`src/tapv_pkg.sv`:
```
// shared types, widths and constants of the three-axis pid velocity unit
package tapv_pkg;

  // fixed formats
  localparam int AXES      = 3;
  localparam int FRAC_BITS = 16;
  localparam int DATA_W    = 32;
  localparam int GAIN_W    = 32;
  localparam int US_W      = 20;
  localparam int ACC_W     = 48;
  localparam int D_W       = DATA_W + 1;
  localparam int AX_W      = $clog2(AXES);

  // configuration port
  localparam int CFG_IDX_W = 2;

  typedef enum logic [CFG_IDX_W-1:0] {
    CFG_KP,
    CFG_KI,
    CFG_KD,
    CFG_PERIOD
  } cfg_idx_t;

  localparam int GAIN_RESET_INT = 35;
  localparam logic [GAIN_W-1:0] KP_RESET = GAIN_W'(GAIN_RESET_INT << FRAC_BITS);
  localparam logic [GAIN_W-1:0] KI_RESET = GAIN_W'(GAIN_RESET_INT << FRAC_BITS);
  localparam logic [GAIN_W-1:0] KD_RESET = GAIN_W'(1 << FRAC_BITS);
  localparam logic [US_W-1:0]   US_RESET = US_W'(1000);

  // one second in microseconds, and its split into an odd factor and a power of two
  localparam int MICRO_PER_SEC = 1000000;
  localparam int I_DIV_CONST   = 15625;
  localparam int I_DIV_SHIFT   = FRAC_BITS + 6;

  // multiply unit: operand a in 32-bit chunks against a 32-bit operand b
  localparam int MUL_CHUNKS = 3;
  localparam int CHUNK_W    = 2;
  localparam int MULA_W     = 32 * MUL_CHUNKS;
  localparam int PROD_W     = 64;
  localparam int WACC_W     = 128;

  // divide unit: radix-16 restoring, four quotient bits per cycle
  localparam int DIV_W      = 80;
  localparam int DEN_W      = US_W;
  localparam int DIV_STEP   = 4;
  localparam int DIV_CYCLES = DIV_W / DIV_STEP;
  localparam int DIV_CNT_W  = $clog2(DIV_CYCLES);

  // term magnitudes and final sum
  localparam int PMAG_W = 48;
  localparam int MAG_W  = 62;
  localparam int SUM_W  = 64;
  localparam logic [MAG_W-1:0] TERM_CAP = MAG_W'(1) << (MAG_W - 1);

  localparam logic [ACC_W-1:0]  ACC_MAX = {1'b0, {(ACC_W-1){1'b1}}};
  localparam logic [ACC_W-1:0]  ACC_MIN = {1'b1, {(ACC_W-1){1'b0}}};
  localparam logic [DATA_W-1:0] VEL_MAX = {1'b0, {(DATA_W-1){1'b1}}};
  localparam logic [DATA_W-1:0] VEL_MIN = {1'b1, {(DATA_W-1){1'b0}}};

  // datapath operations issued by the controller
  typedef enum logic [3:0] {
    OP_NONE,
    OP_LOAD,
    OP_PREP,
    OP_MUL,
    OP_POST_P,
    OP_POST_I1,
    OP_POST_I2,
    OP_POST_DIV_I,
    OP_POST_D1,
    OP_POST_D2,
    OP_POST_DIV_D,
    OP_DIV,
    OP_SUM1,
    OP_SUM2,
    OP_PUBLISH
  } dp_op_t;

  typedef struct packed {
    dp_op_t             op;
    logic [AX_W-1:0]    axis;
    logic [CHUNK_W-1:0] chunk;
  } dp_cmd_t;

  typedef struct packed {
    logic div_last;
  } dp_stat_t;

endpackage

```
`src/tapv_ctrl.sv`:
```
// sequencer that steps the datapath through the three axes of one item
module tapv_ctrl import tapv_pkg::*; (
  input  logic     clk,
  input  logic     rst_n,
  input  logic     in_valid,
  output logic     in_stall,
  output logic     out_valid,
  input  logic     out_stall,
  output dp_cmd_t  cmd,
  input  dp_stat_t stat
);

  typedef enum logic [2:0] {
    ST_IDLE,
    ST_PREP,
    ST_MUL,
    ST_POST,
    ST_DIV,
    ST_SUM1,
    ST_SUM2,
    ST_DONE
  } state_t;

  typedef enum logic [2:0] {
    PH_P,
    PH_I1,
    PH_I2,
    PH_DIV_I,
    PH_D1,
    PH_D2,
    PH_DIV_D
  } phase_t;

  state_t             state_r;
  phase_t             phase_r;
  logic [CHUNK_W-1:0] cnt_r;
  logic [AX_W-1:0]    ax_r;
  logic               out_valid_r;
  logic               pub_ok;

  // result register free, or being emptied this cycle
  assign pub_ok    = !out_valid_r || !out_stall;
  assign in_stall  = (state_r != ST_IDLE);
  assign out_valid = out_valid_r;

  // command decode
  always_comb begin
    cmd.op    = OP_NONE;
    cmd.axis  = ax_r;
    cmd.chunk = cnt_r;
    unique case (state_r)
      ST_IDLE: begin
        if (in_valid) cmd.op = OP_LOAD;
      end
      ST_PREP: cmd.op = OP_PREP;
      ST_MUL:  cmd.op = OP_MUL;
      ST_POST: begin
        unique case (phase_r)
          PH_P:     cmd.op = OP_POST_P;
          PH_I1:    cmd.op = OP_POST_I1;
          PH_I2:    cmd.op = OP_POST_I2;
          PH_DIV_I: cmd.op = OP_POST_DIV_I;
          PH_D1:    cmd.op = OP_POST_D1;
          PH_D2:    cmd.op = OP_POST_D2;
          PH_DIV_D: cmd.op = OP_POST_DIV_D;
          default:  cmd.op = OP_NONE;
        endcase
      end
      ST_DIV:  cmd.op = OP_DIV;
      ST_SUM1: cmd.op = OP_SUM1;
      ST_SUM2: cmd.op = OP_SUM2;
      ST_DONE: begin
        if (pub_ok) cmd.op = OP_PUBLISH;
      end
    endcase
  end

  // state, sequencing counters and result valid
  always_ff @(posedge clk) begin
    if (!rst_n) begin
      state_r     <= ST_IDLE;
      phase_r     <= PH_P;
      cnt_r       <= '0;
      ax_r        <= '0;
      out_valid_r <= 1'b0;
    end else begin
      if (out_valid_r && !out_stall) out_valid_r <= 1'b0;
      unique case (state_r)
        ST_IDLE: begin
          if (in_valid) begin
            state_r <= ST_PREP;
            ax_r    <= '0;
          end
        end
        ST_PREP: begin
          state_r <= ST_MUL;
          phase_r <= PH_P;
          cnt_r   <= '0;
        end
        ST_MUL: begin
          if (cnt_r == CHUNK_W'(MUL_CHUNKS)) begin
            state_r <= ST_POST;
          end else begin
            cnt_r <= cnt_r + CHUNK_W'(1);
          end
        end
        ST_POST: begin
          cnt_r <= '0;
          unique case (phase_r)
            PH_P: begin
              state_r <= ST_MUL;
              phase_r <= PH_I1;
            end
            PH_I1: begin
              state_r <= ST_MUL;
              phase_r <= PH_I2;
            end
            PH_I2: begin
              state_r <= ST_DIV;
              phase_r <= PH_DIV_I;
            end
            PH_DIV_I: begin
              state_r <= ST_MUL;
              phase_r <= PH_D1;
            end
            PH_D1: begin
              state_r <= ST_MUL;
              phase_r <= PH_D2;
            end
            PH_D2: begin
              state_r <= ST_DIV;
              phase_r <= PH_DIV_D;
            end
            PH_DIV_D: state_r <= ST_SUM1;
            default:  state_r <= ST_IDLE;
          endcase
        end
        ST_DIV: begin
          if (stat.div_last) state_r <= ST_POST;
        end
        ST_SUM1: state_r <= ST_SUM2;
        ST_SUM2: begin
          if (ax_r == AX_W'(AXES - 1)) begin
            state_r <= ST_DONE;
          end else begin
            ax_r    <= ax_r + AX_W'(1);
            state_r <= ST_PREP;
          end
        end
        ST_DONE: begin
          if (pub_ok) begin
            out_valid_r <= 1'b1;
            state_r     <= ST_IDLE;
          end
        end
      endcase
    end
  end

endmodule

```
`config.mk`:
```
export PLATFORM = sky130hd
export DESIGN_NAME = tapv_ctrl
export DESIGN_NICKNAME = d
export VERILOG_FILES = /design/src/tapv_pkg.sv /design/src/tapv_ctrl.sv
export SDC_FILE = /design/constraint.sdc
export NUM_CORES = 1
export LEC_CHECK = 0
export BUFFER_PORTS_ARGS = -buffer_cell sky130_fd_sc_hd__buf_2
export CAP_MARGIN = 15
export CORE_MARGIN = 4
export CORE_UTILIZATION = 40
export CTS_CLUSTER_DIAMETER = 150
export DETAILED_ROUTE_END_ITERATION = 7
export HOLD_SLACK_MARGIN = 0.03
export SKIP_LAST_GASP = 1
export SLEW_MARGIN = 20
export SYNTH_ARGS = -nofsm -noshare
export SYNTH_HDL_FRONTEND = slang
export SYNTH_SLANG_ARGS = --single-unit
```
`constraint.sdc`:
```
create_clock -name clk -period 1.2 [get_ports clk]
set_input_delay 0.12 -clock clk [delete_from_list [all_inputs] [get_ports clk]]
set_output_delay 0.12 -clock clk [all_outputs]
set_load 0.01 [all_outputs]
```
Yosys cells after proc, flatten, opt, wreduce, memory -nomap -nowiden
Cells that the tools add are included.
- register bits: 11
- bits in latches: 0
- memory bits (writable): 0
- bits in read-only memories: 0
- input port bits: 5
- output and inout port bits: 10
- word-level logic and storage cells: 67
- memories kept: 0
- $add $sub $neg: 2
- multiply operators: 0
- divide/modulo/power cells: 0
- $lt $le $gt $ge: 0
- equality and inequality tests: 22
- shift operators: 0
- muxes and demuxes: 21
- bitwise operators: 0
- reductions and logical operators: 17
- operator list (operator ; number):
    4-bit one-hot mux with 8 select lines ; 1
    4-bit one-hot mux with 7 select lines ; 1
    3-bit one-hot mux with 8 select lines ; 1
    3-bit == test (second input constant) ; 7
    3-bit one-hot mux with 6 select lines ; 1
    3-bit two-way mux ; 5
    3-bit by 2-bit == test with 1-bit output (second input constant) ; 4
    2-bit inequality test (second input constant) ; 6
    3-bit one-hot mux with 3 select lines ; 1
    2-bit one-hot mux with 2 select lines ; 2
    7-bit inequality test (second input constant) ; 1
    3-bit by 1-bit == test with 1-bit output (second input constant) ; 2
    3-bit logical NOT ; 2
    2-bit two-way mux ; 3
    3-bit one-hot mux with 2 select lines ; 1
    2-bit nonzero test ; 3
    2-bit by 1-bit adder with 2-bit output (second input constant) ; 2
    2-bit == test (second input constant) ; 2
    1-bit two-way mux ; 4
    4-bit two-way mux ; 1
    2-bit AND reduction ; 2
    4-bit AND reduction ; 1
    2-bit OR reduction ; 2
    4-bit OR reduction ; 1
    5 further kinds ; 6

Longest topological paths before layout
- depth after elaboration: 5
- mapped depth: 6
- depth with buffers taken out: 6

Least setup slack after synthesis
Ideal clock, no wire load.
- path type: reg-to-reg
- from: register cnt_r[0]
- to: register state_r[1]
- arrival: 1198 ps
- path slack: -70 ps
- stages on the path, launching flop included: 6
- buffers on the path: 0
- cell sequence: dfxtp_1 -> ha_1 -> and2b_1 -> nor2_1 -> o31ai_2 -> mux2i_1
- word-level cells in the longest chain between the ends: 3
- RTL lines (item ; RTL line ; text):
    from (decl) ; tapv_ctrl.sv:36 ; logic [CHUNK_W-1:0] cnt_r;
    from (signal assigned) ; tapv_ctrl.sv:104 ; cnt_r <= cnt_r + CHUNK_W'(1);
    2-bit == test ; tapv_ctrl.sv:101 ; if (cnt_r == CHUNK_W'(MUL_CHUNKS)) begin
    2-bit inequality test (no line) ; n/a ;
    4-bit AND reduction (no line) ; n/a ;
    to (signal assigned) ; tapv_ctrl.sv:102 ; state_r <= ST_POST;
    to (signal assigned) ; tapv_ctrl.sv:111 ; state_r <= ST_MUL;
    to (signal assigned) ; tapv_ctrl.sv:115 ; state_r <= ST_MUL;
    to (decl) ; tapv_ctrl.sv:34 ; state_t state_r;
Every way passes these cells.
A chain may end at the register's enable or synchronous reset.

==> metrics.txt <==
run status finished with violations; failing checks setup timing; post-DP HPWL between 1.5 and 2 mm; Multi-input gate area around 640 sq um; die area 2650 sq um; final antenna-violating net count 0; CP delay by family, top flip-flops; layout cell share with drive strength beyond 1 between 60 and 70%; r2r startpoint cnt_r[0]; initial cell density of the core 42.8%; total grt overflow 0; Finished Cell Area 1280 sq um; top post-synthesis cells by area dfxtp_1 29%, a21oi_1 6.0%, nor2_1 5.5%; Num Clock Sinks 11; Distinct cells, synth 32; FFs w/ async S/R, synth 0%; Worst setup EP type primary output; gr usage total 19.4%; I/O Pins 15; # DRC 0; CP Launch Type flip-flop; CTS clk-pin slew, worst paths 80 ps; Worst Setup Slack, final -230 ps; DP Area between 900 and 1000 sq um; Root Driver clkbuf_4; CTS tree built; Die X 51.5 microns; DR vias 945; Area Overhead vs Synth 69.2%; cell row count 15; Post-Syn Nets roughly 110; Via density roughly 5.7; initial antenna violation count 0; Final Setup Violations 6; n_diodes 0; Max clock buf depth 2; leakage 0.552 nW; top cell type's share of synthesized area 29.1%; Avg WL per Cell 15.8 microns; most instantiated cells after synthesis 11 x dfxtp_1, 11 x nor2_1, 9 x a21oi_1, 9 x nand2_1; period utilization 119%; Setup CP Type reg -> out; top_reg_cell synth dfxtp_1; Required @ worst endpoint 1080 ps; CP cell instances buf_6 -> nand2b_4 -> o21ai_2 -> a32o_1 -> buf_2; Yosys warning total 0; post-synthesis sequential area ratio 29.1%; RSZ-0062 raised after global routing yes; Critical-path top delay cell dfxtp_4; core area between 1500 and 2000 sq um; first-pass GRT wire length between 3 and 4 mm; Crit path arrival time 1310 ps; #FFs+latches synth 11; Final nets 150; H-tree level count 1; Pint 0.000778 W; switching power 0.000422 W; WP buf/inv 2; drt initial violations 38; setup TNS -1070 ps; R2R setup slack -150 ps; Hold Crit Start out_stall; R2R Path End state_r[1]; reg2reg path depth 5; largest net degree at the start of global routing 9; Pre-Repair DR Iteration Count 4; Final Power 0.00120 W; height of the die 51.5 microns; Post-Syn Area 756 sq um; Routed WL 2.63 mm; clock share of power 23.1%; Max IR drop VDD 0.000791 V; number of flops mapped to enable cells by yosys 0; clock buffer count from CTS 3; gpl congestion 0.844; Max-slew headroom a little over four fifths; critical path's largest stage delay 410 ps; Comb power frac 42.6%; Seq pwr share between 30% and 40%; worst hold path depth 3; Layout Skew roughly 0.6 ps; Mapped Cells 102; cell taking the most area after synthesis dfxtp_1; WHS Endpoint out_valid; PortBufs 14; Max Freq 699 MHz; Hold Path Class in -> reg; Max Fanout on Critical Path 8; Fillers 149; min cycle time layout 1430 ps; worst-skew pair later-pin latency 280 ps; Avg Cell Area, Syn approximately 7.4 sq um; power per cell area between 900 and 1000 nW/um^2; Final Max Tran Viols 0; net switching fraction of the power 35.1%; vias in the first global route approximately 840; final hold viol count 0; Reg area 235 sq um; Max Cap Viol 0; actual slew at the worst max-slew pin 242 ps
==> cell families (layout without fill, tap and decap cells) <==
family / Yosys count / in the layout / share of synthesized area (%)
muxes: 1 / 1 / 1.32
DFF: 11 / 11 / 29.1
buffers and inverters: 12 / 52 / 7.95
and+or+nand+nor: 42 / 42 / 29.0
adders and majority gates: 2 / 2 / 3.31
AOI/OAI and AO/OA: 34 / 34 / 29.3
==> how the worst max path moves through the flow <==
stage | startpoint | endpoint | slack (ps) | cells after the start
4_1_cts | state_r[0] | cmd[6] | -220 | 5
5_1_grt | state_r[0] | cmd[7] | -290 | 5
3_3_place_gp | cnt_r[0] | state_r[1] | -70 | 5
3_5_place_dp | state_r[2] | cmd[6] | -100 | 5
2_1_floorplan | cnt_r[0] | state_r[1] | -50 | 5
6_report | state_r[0] | cmd[6] | -230 | 5
==> metrics by stage <==
| step | setup slack, ps | std cells | hold WS (ps) | util, % |
|---|---|---|---|---|
| 6_report | -230 | 167 | 141 | 72.5 |
| 5_1_grt | -287 | 167 | 154 | 72.5 |
| 4_1_cts | -216 | 165 | 137 | 64.7 |
| 3_5_place_dp | -99.5 | 155 | 441 | 55.3 |
| 3_3_place_gp | -72.1 | 155 | 419 | 55.3 |
| 2_1_floorplan | -45.4 | 102 | 248 | - |
==> cells in the final DEF (no fill, tap or decap), types with 2 or more instances in the layout <==
| cell type | instances |
|---|---|
| a21oi_2 | 2 |
| o21ai_2 | 5 |
| nand2b_4 | 2 |
| a21oi_1 | 7 |
| o21ai_1 | 2 |
| buf_2 | 13 |
| clkbuf_4 | 3 |
| nor2_1 | 7 |
| dfxtp_1 | 5 |
| and2_4 | 2 |
| dfxtp_4 | 3 |
| nand3_1 | 4 |
| a32oi_1 | 2 |
| buf_6 | 11 |
| nand2_1 | 6 |
| nand2_2 | 3 |
| dfxtp_2 | 3 |
| nor2_4 | 3 |
| nor2b_1 | 6 |
| inv_1 | 4 |
| a21o_1 | 2 |
| o21ai_0 | 3 |
| and2b_2 | 2 |
| buf_4 | 19 |
| nor3_4 | 2 |
| a31oi_1 | 2 |
==> worst min-delay path, cell delays in order <==
cell and delay (ps):
buf_2 110, nand2_1 80, a21oi_1 60
==> state kept, by name, summed over array words and instances (netlist names) <==
signal	cells
ax_r	2
cnt_r	2
out_valid	1
phase_r	3
state_r	3
==> layer usage <==
| layer | global-route usage, % | wire, microns | share of wire, % | vias up |
|---|---|---|---|---|
| met1 | 22.8 | 1030 | 39 | 444 |
| met2 | 34.5 | 1350 | 51 | 44 |
| met5 | 0 | 0 | 0 | - |
| met3 | 5.83 | 203 | 7.7 | 8 |
| met4 | 3.93 | 44 | 1.7 | 0 |
| li1 | - | - | - | 449 |
==> power groups by stage <==
stage | clock network, W | logic (W) | registers, W
after floorplan | 0 | 0.000210 | 0.000404
after global placement | 0 | 0.000315 | 0.000414
after detailed placement | 0 | 0.000319 | 0.000415
after CTS | 0.000282 | 0.000406 | 0.000405
after global routing | 0.000295 | 0.000549 | 0.000413
final | 0.000277 | 0.000512 | 0.000411
==> layout make-up <==
cell class | count | share of cell area (%)
Inverter | 5 | 1.47
Timing Repair Buffer | 43 | 25.9
Multi-Input combinational cell | 79 | 49.7
Clock buffer | 4 | 2.05
Sequential cell | 11 | 18.4
Tap cell | 25 | 2.45
==> timing repair <==
action                     in CTS  in global routing
hold buffers                    0                  0
setup endpoints to repair      13                 13
gates resized for setup        24                 30
setup buffers                   6                  3
hold endpoints to repair        0                  0
pin swaps                       6                 13
No activity file was read; power rests on OpenSTA's default activity.
